--- config.mk ---
export PLATFORM = sky130hd
export DESIGN_NAME = cpu8_execute_unit_flat
export DESIGN_NICKNAME = d
export VERILOG_FILES = /design/src/hw/rtl/cpu8eu_pkg.sv /design/src/hw/rtl/cpu8eu_chan_if.sv /design/src/hw/rtl/cpu8eu_front.sv /design/src/hw/rtl/cpu8eu_back.sv /design/src/hw/rtl/cpu8_execute_unit.sv /design/src/flat_wrapper.sv
export VERILOG_INCLUDE_DIRS = /design/src /design/src/hw/rtl
export SDC_FILE = /design/constraint.sdc
export NUM_CORES = 2
export LEC_CHECK = 0
export BUFFER_PORTS_ARGS = -buffer_cell sky130_fd_sc_hd__buf_2
export CAP_MARGIN = 15
export CORE_ASPECT_RATIO = 0.5
export CORE_MARGIN = 3
export CORE_UTILIZATION = 50
export DETAILED_ROUTE_END_ITERATION = 7
export PLACE_DENSITY = 0.74
export SLEW_MARGIN = 5
export SYNTH_ARGS = -nofsm -noshare
export SYNTH_HDL_FRONTEND = slang
export SYNTH_SLANG_ARGS = --single-unit
export TNS_END_PERCENT = 5
--- constraint.sdc ---
create_clock -name clk -period 15.7 [get_ports clk]
set_input_delay 0 -clock clk [delete_from_list [all_inputs] [get_ports clk]]
set_output_delay 0 -clock clk [all_outputs]
set_load 0.005 [all_outputs]
--- src/hw/rtl/cpu8_execute_unit_assert.svh ---
// Assertion macros used by the execute unit back end.
`ifndef CPU8_EXECUTE_UNIT_ASSERT_SVH
`define CPU8_EXECUTE_UNIT_ASSERT_SVH

// Same-cycle implication, checked at every rising edge outside reset.
`define CPU8EU_ASSERT_NOW(lbl, ck, rn, ante, cons) \
	lbl: assert property (@(posedge ck) disable iff (!rn) (ante) |-> (cons)) \
		else $error("cpu8 execute unit: check failed");

// Next-cycle implication, checked at every rising edge outside reset.
`define CPU8EU_ASSERT_NEXT(lbl, ck, rn, ante, cons) \
	lbl: assert property (@(posedge ck) disable iff (!rn) (ante) |=> (cons)) \
		else $error("cpu8 execute unit: check failed");

`endif

--- src/hw/rtl/cpu8eu_pkg.sv ---
package cpu8eu_pkg;

	// Default size of the internal stack page.
	localparam int STACK_BYTES_DEF = 256;

	// Depth of the queue between front and back.
	localparam int QUEUE_DEPTH = 2;

	// Status bit positions: N V - B D I Z C.
	localparam int FL_C = 0;
	localparam int FL_Z = 1;
	localparam int FL_I = 2;
	localparam int FL_D = 3;
	localparam int FL_V = 6;
	localparam int FL_N = 7;

	// Bits 5 and 4 as seen on a pushed status byte.
	localparam logic [7:0] PUSH_MASK = 8'h30;

	localparam logic [7:0] SP_RESET = 8'hFF;
	localparam logic [7:0] P_RESET  = 8'h04;

	typedef enum logic [5:0] {
		ACT_CLC = 6'd0,  ACT_CLD = 6'd1,  ACT_CLI = 6'd2,  ACT_CLV = 6'd3,
		ACT_SEC = 6'd4,  ACT_SED = 6'd5,  ACT_SEI = 6'd6,
		ACT_LDA = 6'd7,  ACT_LDX = 6'd8,  ACT_LDY = 6'd9,
		ACT_STA = 6'd10, ACT_STX = 6'd11, ACT_STY = 6'd12,
		ACT_TAX = 6'd13, ACT_TAY = 6'd14, ACT_TSX = 6'd15,
		ACT_TXA = 6'd16, ACT_TXS = 6'd17, ACT_TYA = 6'd18,
		ACT_PHA = 6'd19, ACT_PHP = 6'd20, ACT_PLA = 6'd21, ACT_PLP = 6'd22,
		ACT_ASL = 6'd23, ACT_LSR = 6'd24, ACT_ROL = 6'd25, ACT_ROR = 6'd26,
		ACT_AND = 6'd27, ACT_EOR = 6'd28, ACT_ORA = 6'd29, ACT_BIT = 6'd30,
		ACT_INC = 6'd31, ACT_DEC = 6'd32,
		ACT_INX = 6'd33, ACT_INY = 6'd34, ACT_DEX = 6'd35, ACT_DEY = 6'd36,
		ACT_BCC = 6'd37, ACT_BCS = 6'd38, ACT_BEQ = 6'd39, ACT_BNE = 6'd40,
		ACT_BMI = 6'd41, ACT_BPL = 6'd42, ACT_BVC = 6'd43, ACT_BVS = 6'd44,
		ACT_JMP = 6'd45, ACT_JSR = 6'd46, ACT_RTS = 6'd47, ACT_BRK = 6'd48,
		ACT_RTI = 6'd49, ACT_NOP = 6'd50
	} act_t;

	typedef struct packed {
		logic [5:0]  action;
		logic [7:0]  operand;
		logic [15:0] effective_address;
		logic        on_accumulator;
		logic [15:0] next_pc;
	} in_item_t;

	typedef struct packed {
		logic [15:0] new_pc;
		logic        write_enable;
		logic [15:0] write_address;
		logic [7:0]  write_data;
		logic [7:0]  acc_value;
		logic [7:0]  x_value;
		logic [7:0]  y_value;
		logic [7:0]  stack_pointer;
		logic [7:0]  flags;
	} out_item_t;

	// Classified instruction as it travels through the queue.
	typedef struct packed {
		act_t        act;
		logic [1:0]  last_step;
		logic [7:0]  operand;
		logic [15:0] ea;
		logic        on_acc;
		logic [15:0] npc;
	} dec_t;

endpackage

--- src/hw/rtl/cpu8eu_chan_if.sv ---
interface cpu8eu_chan_if #(parameter type T = logic);
	logic valid;
	logic ready;
	T     data;

	modport source(output valid, output data, input ready);
	modport sink(input valid, input data, output ready);
endinterface

--- src/hw/rtl/cpu8eu_front.sv ---
module cpu8eu_front (
	input  logic                 clk,
	input  logic                 arst_n,
	cpu8eu_chan_if.sink          instr,
	output logic                 q_valid,
	input  logic                 q_ready,
	output cpu8eu_pkg::dec_t     q_data
);
	import cpu8eu_pkg::*;

	localparam int PW = (QUEUE_DEPTH > 1) ? $clog2(QUEUE_DEPTH) : 1;
	localparam int CW = $clog2(QUEUE_DEPTH + 1);

	dec_t            queue_q [QUEUE_DEPTH];
	logic [PW-1:0]   wr_ptr_q;
	logic [PW-1:0]   rd_ptr_q;
	logic [CW-1:0]   count_q;
	dec_t            dec;
	logic            push;
	logic            pop;

	// Classify the incoming instruction: unknown codes become NOP, and the
	// number of stack steps is worked out here.
	always_comb begin
		dec.operand = instr.data.operand;
		dec.ea      = instr.data.effective_address;
		dec.on_acc  = instr.data.on_accumulator;
		dec.npc     = instr.data.next_pc;
		if (instr.data.action > ACT_NOP) begin
			dec.act = ACT_NOP;
		end else begin
			dec.act = act_t'(instr.data.action);
		end
		unique case (dec.act)
			ACT_PLA, ACT_PLP, ACT_JSR: dec.last_step = 2'd1;
			ACT_RTS, ACT_BRK:          dec.last_step = 2'd2;
			ACT_RTI:                   dec.last_step = 2'd3;
			default:                   dec.last_step = 2'd0;
		endcase
	end

	assign instr.ready = (count_q != CW'(QUEUE_DEPTH));
	assign push        = instr.valid && instr.ready;
	assign q_valid     = (count_q != '0);
	assign pop         = q_valid && q_ready;
	assign q_data      = queue_q[rd_ptr_q];

	// Queue storage.
	always_ff @(posedge clk) begin
		if (push) begin
			queue_q[wr_ptr_q] <= dec;
		end
	end

	// Queue pointers and fill count.
	always_ff @(posedge clk or negedge arst_n) begin
		if (!arst_n) begin
			wr_ptr_q <= '0;
			rd_ptr_q <= '0;
			count_q  <= '0;
		end else begin
			if (push) begin
				wr_ptr_q <= (wr_ptr_q == PW'(QUEUE_DEPTH - 1)) ? '0 : wr_ptr_q + 1'b1;
			end
			if (pop) begin
				rd_ptr_q <= (rd_ptr_q == PW'(QUEUE_DEPTH - 1)) ? '0 : rd_ptr_q + 1'b1;
			end
			if (push && !pop) begin
				count_q <= count_q + 1'b1;
			end else if (pop && !push) begin
				count_q <= count_q - 1'b1;
			end
		end
	end

endmodule

--- src/hw/rtl/cpu8eu_back.sv ---
module cpu8eu_back #(
	parameter int STACK_BYTES = cpu8eu_pkg::STACK_BYTES_DEF
) (
	input  logic                 clk,
	input  logic                 arst_n,
	input  logic                 q_valid,
	output logic                 q_ready,
	input  cpu8eu_pkg::dec_t     q_data,
	cpu8eu_chan_if.sink          cfg,
	cpu8eu_chan_if.source        result
);
	import cpu8eu_pkg::*;
	`include "cpu8_execute_unit_assert.svh"

	localparam int AW = $clog2(STACK_BYTES);

	// Stack pointer to stack entry, reduced modulo the page size.
	function automatic logic [256*AW-1:0] build_idx();
		logic [256*AW-1:0] t;
		t = '0;
		for (int i = 0; i < 256; i++) begin
			t[i*AW +: AW] = AW'(i % STACK_BYTES);
		end
		return t;
	endfunction

	localparam logic [256*AW-1:0] IdxTab = build_idx();

	function automatic logic [7:0] set_nz(input logic [7:0] p, input logic [7:0] v);
		logic [7:0] r;
		r       = p;
		r[FL_N] = v[7];
		r[FL_Z] = (v == 8'h00);
		return r;
	endfunction

	logic [7:0]  stk_mem [STACK_BYTES];
	logic [7:0]  rd_q;
	logic [7:0]  a_q, x_q, y_q, sp_q, p_q, lo_q;
	logic [15:0] bv_q;
	dec_t        cur_q;
	logic        cur_v_q;
	logic [1:0]  step_q;
	out_item_t   out_q;
	logic        out_v_q;

	logic [7:0]    n_a, n_x, n_y, n_sp, n_p, n_lo;
	logic [7:0]    sp_inc, src, res, mem_wd, wd;
	logic [AW-1:0] wr_idx, rd_idx;
	logic          mem_we, mem_re, we, take, final_step, out_free, go, load;
	logic [15:0]   pc, ret;

	assign sp_inc     = sp_q + 8'd1;
	assign wr_idx     = IdxTab[int'(sp_q)*AW +: AW];
	assign rd_idx     = IdxTab[int'(sp_inc)*AW +: AW];
	assign final_step = (step_q == cur_q.last_step);
	assign out_free   = !out_v_q || result.ready;
	assign go         = cur_v_q && (!final_step || out_free);
	assign load       = go && final_step;
	assign q_ready    = !cur_v_q || load;
	assign ret        = cur_q.npc - 16'd1;
	assign cfg.ready  = 1'b1;

	// Execute the current step of the working instruction.
	always_comb begin
		n_a    = a_q;
		n_x    = x_q;
		n_y    = y_q;
		n_sp   = sp_q;
		n_p    = p_q;
		n_lo   = lo_q;
		mem_we = 1'b0;
		mem_re = 1'b0;
		mem_wd = 8'h00;
		we     = 1'b0;
		wd     = 8'h00;
		take   = 1'b0;
		pc     = cur_q.npc;
		src    = cur_q.on_acc ? a_q : cur_q.operand;
		res    = 8'h00;
		unique case (cur_q.act)
			ACT_CLC: n_p[FL_C] = 1'b0;
			ACT_CLD: n_p[FL_D] = 1'b0;
			ACT_CLI: n_p[FL_I] = 1'b0;
			ACT_CLV: n_p[FL_V] = 1'b0;
			ACT_SEC: n_p[FL_C] = 1'b1;
			ACT_SED: n_p[FL_D] = 1'b1;
			ACT_SEI: n_p[FL_I] = 1'b1;
			ACT_LDA: begin n_a = cur_q.operand; n_p = set_nz(p_q, n_a); end
			ACT_LDX: begin n_x = cur_q.operand; n_p = set_nz(p_q, n_x); end
			ACT_LDY: begin n_y = cur_q.operand; n_p = set_nz(p_q, n_y); end
			ACT_STA: begin we = 1'b1; wd = a_q; end
			ACT_STX: begin we = 1'b1; wd = x_q; end
			ACT_STY: begin we = 1'b1; wd = y_q; end
			ACT_TAX: begin n_x = a_q; n_p = set_nz(p_q, n_x); end
			ACT_TAY: begin n_y = a_q; n_p = set_nz(p_q, n_y); end
			ACT_TSX: begin n_x = sp_q; n_p = set_nz(p_q, n_x); end
			ACT_TXA: begin n_a = x_q; n_p = set_nz(p_q, n_a); end
			ACT_TXS: n_sp = x_q;
			ACT_TYA: begin n_a = y_q; n_p = set_nz(p_q, n_a); end
			ACT_PHA: begin mem_we = 1'b1; mem_wd = a_q; n_sp = sp_q - 8'd1; end
			ACT_PHP: begin
				mem_we = 1'b1;
				mem_wd = p_q | PUSH_MASK;
				n_sp   = sp_q - 8'd1;
			end
			ACT_PLA, ACT_PLP: begin
				if (step_q == 2'd0) begin
					mem_re = 1'b1;
					n_sp   = sp_inc;
				end else if (cur_q.act == ACT_PLA) begin
					n_a = rd_q;
					n_p = set_nz(p_q, rd_q);
				end else begin
					n_p = rd_q & ~PUSH_MASK;
				end
			end
			ACT_ASL, ACT_LSR, ACT_ROL, ACT_ROR: begin
				unique case (cur_q.act)
					ACT_ASL: begin res = {src[6:0], 1'b0};      n_p[FL_C] = src[7]; end
					ACT_LSR: begin res = {1'b0, src[7:1]};      n_p[FL_C] = src[0]; end
					ACT_ROL: begin res = {src[6:0], p_q[FL_C]}; n_p[FL_C] = src[7]; end
					default: begin res = {p_q[FL_C], src[7:1]}; n_p[FL_C] = src[0]; end
				endcase
				n_p = set_nz(n_p, res);
				if (cur_q.on_acc) begin
					n_a = res;
				end else begin
					we = 1'b1;
					wd = res;
				end
			end
			ACT_AND: begin n_a = a_q & cur_q.operand; n_p = set_nz(p_q, n_a); end
			ACT_EOR: begin n_a = a_q ^ cur_q.operand; n_p = set_nz(p_q, n_a); end
			ACT_ORA: begin n_a = a_q | cur_q.operand; n_p = set_nz(p_q, n_a); end
			ACT_BIT: begin
				n_p[FL_N] = cur_q.operand[7];
				n_p[FL_V] = cur_q.operand[6];
				n_p[FL_Z] = ((a_q & cur_q.operand) == 8'h00);
			end
			ACT_INC: begin we = 1'b1; wd = cur_q.operand + 8'd1; n_p = set_nz(p_q, wd); end
			ACT_DEC: begin we = 1'b1; wd = cur_q.operand - 8'd1; n_p = set_nz(p_q, wd); end
			ACT_INX: begin n_x = x_q + 8'd1; n_p = set_nz(p_q, n_x); end
			ACT_INY: begin n_y = y_q + 8'd1; n_p = set_nz(p_q, n_y); end
			ACT_DEX: begin n_x = x_q - 8'd1; n_p = set_nz(p_q, n_x); end
			ACT_DEY: begin n_y = y_q - 8'd1; n_p = set_nz(p_q, n_y); end
			ACT_BCC: take = !p_q[FL_C];
			ACT_BCS: take = p_q[FL_C];
			ACT_BEQ: take = p_q[FL_Z];
			ACT_BNE: take = !p_q[FL_Z];
			ACT_BMI: take = p_q[FL_N];
			ACT_BPL: take = !p_q[FL_N];
			ACT_BVC: take = !p_q[FL_V];
			ACT_BVS: take = p_q[FL_V];
			ACT_JMP: pc = cur_q.ea;
			ACT_JSR: begin
				mem_we = 1'b1;
				n_sp   = sp_q - 8'd1;
				mem_wd = (step_q == 2'd0) ? ret[15:8] : ret[7:0];
				pc     = cur_q.ea;
			end
			ACT_BRK: begin
				mem_we = 1'b1;
				n_sp   = sp_q - 8'd1;
				pc     = bv_q;
				priority case (step_q)
					2'd0:    mem_wd = cur_q.npc[15:8];
					2'd1:    mem_wd = cur_q.npc[7:0];
					default: begin
						mem_wd    = p_q | PUSH_MASK;
						n_p[FL_I] = 1'b1;
					end
				endcase
			end
			ACT_RTS: begin
				pc = {rd_q, lo_q} + 16'd1;
				if (step_q != 2'd2) begin
					mem_re = 1'b1;
					n_sp   = sp_inc;
				end
				if (step_q == 2'd1) begin
					n_lo = rd_q;
				end
			end
			ACT_RTI: begin
				pc = {rd_q, lo_q};
				if (step_q != 2'd3) begin
					mem_re = 1'b1;
					n_sp   = sp_inc;
				end
				if (step_q == 2'd1) begin
					n_p = rd_q & ~PUSH_MASK;
				end
				if (step_q == 2'd2) begin
					n_lo = rd_q;
				end
			end
			default: ;
		endcase
		if (take) begin
			pc = cur_q.npc + {{8{cur_q.operand[7]}}, cur_q.operand};
		end
		mem_we = mem_we && go;
		mem_re = mem_re && go;
	end

	// Stack page: one port, write or registered read each cycle.
	always_ff @(posedge clk) begin
		if (mem_we) begin
			stk_mem[wr_idx] <= mem_wd;
		end
		if (mem_re) begin
			rd_q <= stk_mem[rd_idx];
		end
	end

	// Working instruction and its step count.
	always_ff @(posedge clk) begin
		if (q_ready && q_valid) begin
			cur_q <= q_data;
		end
	end

	// Result payload.
	always_ff @(posedge clk) begin
		if (load) begin
			out_q.new_pc        <= pc;
			out_q.write_enable  <= we;
			out_q.write_address <= we ? cur_q.ea : 16'h0000;
			out_q.write_data    <= we ? wd : 8'h00;
			out_q.acc_value     <= n_a;
			out_q.x_value       <= n_x;
			out_q.y_value       <= n_y;
			out_q.stack_pointer <= n_sp;
			out_q.flags         <= n_p;
		end
	end

	// Architectural registers and control state.
	always_ff @(posedge clk or negedge arst_n) begin
		if (!arst_n) begin
			a_q     <= 8'h00;
			x_q     <= 8'h00;
			y_q     <= 8'h00;
			sp_q    <= SP_RESET;
			p_q     <= P_RESET;
			lo_q    <= 8'h00;
			bv_q    <= 16'h0000;
			cur_v_q <= 1'b0;
			step_q  <= 2'd0;
			out_v_q <= 1'b0;
		end else begin
			if (cfg.valid) begin
				bv_q <= cfg.data;
			end
			if (go) begin
				a_q  <= n_a;
				x_q  <= n_x;
				y_q  <= n_y;
				sp_q <= n_sp;
				p_q  <= n_p;
				lo_q <= n_lo;
				step_q <= final_step ? 2'd0 : step_q + 2'd1;
			end
			if (q_ready) begin
				cur_v_q <= q_valid;
			end
			if (load) begin
				out_v_q <= 1'b1;
			end else if (result.ready) begin
				out_v_q <= 1'b0;
			end
		end
	end

	assign result.valid = out_v_q;
	assign result.data  = out_q;

	// The single stack port never reads and writes in one cycle.
	`CPU8EU_ASSERT_NOW(a_stk_port, clk, arst_n, mem_we, !mem_re)
	// The step counter never runs past the last step of an instruction.
	`CPU8EU_ASSERT_NOW(a_step_range, clk, arst_n, cur_v_q, step_q <= cur_q.last_step)
	// A stack read always moves the pointer up by one.
	`CPU8EU_ASSERT_NEXT(a_pull_sp, clk, arst_n, mem_re, sp_q == $past(sp_q) + 8'd1)
	// A stalled result is not overwritten.
	`CPU8EU_ASSERT_NEXT(a_out_hold, clk, arst_n, out_v_q && !result.ready, $stable(out_q))

endmodule

--- src/hw/rtl/cpu8_execute_unit.sv ---
// Each instruction passes the queue, the working instruction and the result register.
// Throughput: one instruction a cycle while results are taken, PHA and PHP included;
// PLA, PLP, JSR, RTS, BRK, RTI run in steps, as the stack memory has a single port.
// A two-entry queue lets the front keep taking transfers while the back is busy.
// Reset: asynchronous, active low; A, X, Y clear, SP becomes 0xFF, status 0x04,
// break vector 0; the stack page holds no defined contents until written.
module cpu8_execute_unit #(
	parameter int STACK_BYTES = cpu8eu_pkg::STACK_BYTES_DEF
) (
	input  logic          clk,
	input  logic          arst_n,
	cpu8eu_chan_if.sink   instr,
	cpu8eu_chan_if.sink   cfg,
	cpu8eu_chan_if.source result
);
	import cpu8eu_pkg::*;

	logic q_valid;
	logic q_ready;
	dec_t q_data;

	// Front: accept and classify.
	cpu8eu_front u_front (
		.clk     (clk),
		.arst_n  (arst_n),
		.instr   (instr),
		.q_valid (q_valid),
		.q_ready (q_ready),
		.q_data  (q_data)
	);

	// Back: execute, stack and result register.
	cpu8eu_back #(
		.STACK_BYTES (STACK_BYTES)
	) u_back (
		.clk     (clk),
		.arst_n  (arst_n),
		.q_valid (q_valid),
		.q_ready (q_ready),
		.q_data  (q_data),
		.cfg     (cfg),
		.result  (result)
	);

endmodule

--- src/flat_wrapper.sv ---
// flat-port wrapper written by rule: the top's interface ports become plain ports
module cpu8_execute_unit_flat import cpu8eu_pkg::*;
#(
	parameter int STACK_BYTES = cpu8eu_pkg::STACK_BYTES_DEF
)
  (clk, arst_n, instr_valid, instr_data, instr_ready, cfg_valid, cfg_data, cfg_ready, result_valid, result_data, result_ready);
  cpu8eu_chan_if #(.T(in_item_t)) instr_i ();
  cpu8eu_chan_if #(.T(logic [15:0])) cfg_i ();
  cpu8eu_chan_if #(.T(out_item_t)) result_i ();
  input  logic clk;
  input  logic arst_n;
  input wire logic [$bits(instr_i.valid)-1:0] instr_valid;
  input wire logic [$bits(instr_i.data)-1:0] instr_data;
  output wire logic [$bits(instr_i.ready)-1:0] instr_ready;
  input wire logic [$bits(cfg_i.valid)-1:0] cfg_valid;
  input wire logic [$bits(cfg_i.data)-1:0] cfg_data;
  output wire logic [$bits(cfg_i.ready)-1:0] cfg_ready;
  output wire logic [$bits(result_i.valid)-1:0] result_valid;
  output wire logic [$bits(result_i.data)-1:0] result_data;
  input wire logic [$bits(result_i.ready)-1:0] result_ready;
  assign instr_i.valid = instr_valid;
  assign instr_i.data = instr_data;
  assign instr_ready = instr_i.ready;
  assign cfg_i.valid = cfg_valid;
  assign cfg_i.data = cfg_data;
  assign cfg_ready = cfg_i.ready;
  assign result_valid = result_i.valid;
  assign result_data = result_i.data;
  assign result_i.ready = result_ready;
  cpu8_execute_unit #(.STACK_BYTES(STACK_BYTES)) u_core (.clk(clk), .arst_n(arst_n), .instr(instr_i), .cfg(cfg_i), .result(result_i));
endmodule
==> key figures <==
Run status
  – Outcome: complete, but fails checks
  – Violated checks: DRC

Worst setup path
  – CP required: ~16,000 ps
  – Worst-path fanout max: roughly 140
  – Crit path capture type: flop
  – Kind of critical path: reg -> reg
  – CP arrival: between 7000 and 8000 ps
  – Critical Path Source Type: flop

Synth
  – Primary FF master, synth: edfxtp_1
  – Sequential element share of the synthesized area: between 70% and 80%
  – Mapped Area: slightly below 0.1 mm^2
  – Post-synthesis net count: around 5,700
  – Largest cells by area after synthesis: edfxtp_1 (70%), mux4_2 (12%), nand2_1 (2.3%)
  – Mapped Avg Cell Area: around 18 um^2
  – Synth Instances: around 5,600
  – Top cell type's share of synthesized area: a little over two thirds
  – Syn. warnings: 0
  – Register bit count reported by yosys: about 2,400
  – Most frequent cell after synthesis: edfxtp_1
  – Asr flop ratio synth: just over 3%
  – Post-synth cell types: 101
  – Top cells by count, synth: edfxtp_1 (2,284), nand2_1 (596), mux4_2 (517)
  – EDFF count, synth: 2,284
  – Area leader, netlist: edfxtp_1

Placed design
  – IO Port Bufs: 150
  – Placer congestion estimate: just over 0.9
  – DP Area: around 0.1 mm^2
  – Post-DP HPWL: between 150,000 and 200,000 um

Global route
  – Vias in the first global route: roughly 56,000
  – GRT Total Usage: about 26%
  – Antenna violations before repair: 7
  – Pin count of the biggest net entering global routing: about 190
  – Total grt overflow: 0
  – First-pass GRT wire length: around 380,000 um

Floorplanning
  – Full die area: between 0.2 and 0.25 mm^2
  – Die Wd: between 600 and 700 um
  – Initial Util: roughly half
  – I/O pins: 152
  – Rows: around 110
  – Core area: approximately 0.19 mm^2
  – Die Ht: roughly 320 um

Drt
  – Post-route ant nets: 0
  – Via density: 6.47
  – DRT iter0 DRCs: around 7,800
  – Top layer in use: met5
  – WL met2: about 120,000 um
  – Residual DRC count: 7
  – Detailed-route wire length per cell: roughly 30 um
  – Post-Route WL: about 260,000 um
  – Met3 Routed Length: approximately 33,000 um
  – Vias: between 50,000 and 60,000
  – Met1 wire length: 95,000 um
  – Initial DRT Pass Iterations: 8

Layout
  – Layout overhead on the synthesized area: 11.6%
  – Final Instance Area: ~0.11 mm^2
  – Register area: a little over 0.07 mm^2
  – NumNets Final: between 5,000 and 6,000
  – Area of the multi-input gates: roughly 0.025 mm^2
  – Filler instances: around 14,000
  – Layout cells sized above 1: 20.5%

Clock network
  – Clock sink total: between 2,000 and 2,500
  – Worst-Skew Late Latency: 840 ps
  – CTS tree: built
  – Reg clk slew, reported paths: 70 ps
  – # Post-CTS Setup Buffers: 0
  – Clock Tree Root: clkbuf_16
  – Clock buffer depth: 3
  – Total CTS buffers: ~200
  – H-tree Lvls: 4

STA
  – Worst Clk Skew: ~36 ps
  – Final slew viol count: 0
  – Max Freq: between 0.1 and 0.15 GHz
  – Worst hold margin: 103 ps
  – # setup viols final: 0
  – Final hold vios: 0
  – Worst Tran Pin Value: 1330 ps
  – Final min period: approximately 6800 ps
  – Slew margin rel.: around 11%
  – RSZ-0062 raised after global routing: false
  – Final Cycle Share: 43.3%
  – Fin Setup TNS: 0 ps

Pwr
  – Maximum vdd drop: 0.235 mV
  – P_leak: ~36 nW
  – Tot Pwr: around 21 mW
  – Cell Pwr Density: ~190 mW/mm^2

Worst hold path
  – Worst min-delay path class: in -> reg

Run
  – Max Cap Viol: 0
==> final timing paths <==
path	start	to	slack, ps	cells past startpoint
worst min-delay path	instr_valid	u_core.u_front.wr_ptr_q	100	4
worst max-delay path	u_core.u_back.sp_q[0]	u_core.u_back.rd_q[6]	8900	12
min in group asynchronous	arst_n	u_core.u_back.lo_q[6]	270	4
max in group asynchronous	arst_n	u_core.u_front.rd_ptr_q	14700	4
worst max register to register	u_core.u_back.sp_q[0]	u_core.u_back.rd_q[6]	8900	12
worst min register to register	u_core.u_back.p_q[5]	u_core.u_back.p_q[5]	530	1
==> state kept, by name (all words and copies together) (netlist names), 16 cells and up <==
signal                     cells
u_core.u_back.bv_q            16
u_core.u_back.stk_mem       2048
u_core.u_back.result.data     81
u_core.u_back.cur_q           49
u_core.u_front.queue_q        98
==> metal layers <==
layer  global-route usage, %  up-vias
met2                    39.6     3721
li1                        -    22700
met1                    34.3    28400
met4                    9.60        2
met3                    7.96      593
met5                   0.142        -
==> through the flow <==
stage	util [%]	std cells	worst slack [ps]
floorplan	-	5562	1670
global placement	52.7	8060	8970
detailed placement	52.7	8061	8940
CTS	56.7	8565	8910
global route	56.7	8571	8520
finish	56.7	8573	8900
==> where the power goes <==
group,switching (mW),internal (mW),total (mW)
registers,0.422,7.66,8.08
clock network,2.22,2.55,4.77
logic,5.02,2.98,8.00
total,7.66,13.2,20.8
==> cells by family (layout without fill, tap and decap cells) <==
kind of cell	Yosys count	count (layout)	synth area share (%)
flops	2356	2356	72.2
simple gates	1401	1401	6.51
mux	673	673	13.7
compound gates	603	603	4.37
buf+inv	400	820	1.79
xor+xnor	71	71	0.646
fa+ha+maj	57	57	0.740
other cells	1	5	0.00385
==> worst max-delay path, cell delays in order (launching register included) <==
cell and delay, ps:
dfstp_4 1060, inv_2 190, ha_4 660, buf_12 650
buf_12 510, buf_4 940, mux4_2 420, mux2i_1 210
mux2i_1 200, a32oi_1 630, o221ai_1 250, a22oi_1 230
o221ai_1 190
==> what timing repair did <==
| action | 4_1_cts | 5_1_grt |
|---|---|---|
| hold buffers | 145 | 0 |
| gates resized for setup | 0 | 0 |
| hold endpoints to repair | 209 | 0 |
==> final cells by class <==
| cell class | count | area share, % |
|---|---|---|
| diodes | 4 | 0.00921 |
| well taps | 2587 | 2.98 |
| multi-input cells | 2806 | 23.4 |
| clock inverters | 105 | 0.780 |
| repair buffers | 415 | 3.02 |
| clock buffers | 254 | 4.84 |
| flip-flops and latches | 2356 | 64.8 |
| inverters | 46 | 0.160 |
==> placed cells by master, fill, tap and decap left out, types with 16 or more instances in the layout <==
cell type | Yosys | final
and3_1 | 20 | 19
inv_1 | 44 | 42
a221oi_1 | 33 | 33
a211oi_1 | 42 | 42
edfxtp_1 | 2284 | 2284
o21ai_0 | 127 | 120
nand3_1 | 135 | 133
a221o_1 | 24 | 24
mux4_2 | 517 | 517
nand2_1 | 596 | 595
xnor2_1 | 36 | 36
a21oi_1 | 77 | 77
o22ai_1 | 20 | 20
nand4_1 | 26 | 26
dfrtp_1 | 63 | 62
clkinv_1 | 1 | 49
o21ai_1 | 15 | 16
mux2i_1 | 54 | 54
a32oi_1 | 21 | 21
nand2b_1 | 22 | 22
buf_2 | 88 | 149
a22oi_1 | 42 | 42
clkbuf_1 | 219 | 50
nor2b_1 | 32 | 32
a222oi_1 | 25 | 25
nand3b_1 | 16 | 16
nor2_1 | 359 | 358
a31oi_1 | 47 | 47
ha_1 | 56 | 55
and2_1 | 40 | 40
or3_1 | 18 | 18
mux2_2 | 100 | 100
o221ai_1 | 30 | 30
dlygate4sd3_1 | 0 | 144
clkbuf_16 | 0 | 201
clkinv_2 | 0 | 32
nor3_1 | 49 | 48
xor2_1 | 34 | 32
buf_4 | 14 | 106
Power figures use the tool's default switching activity.
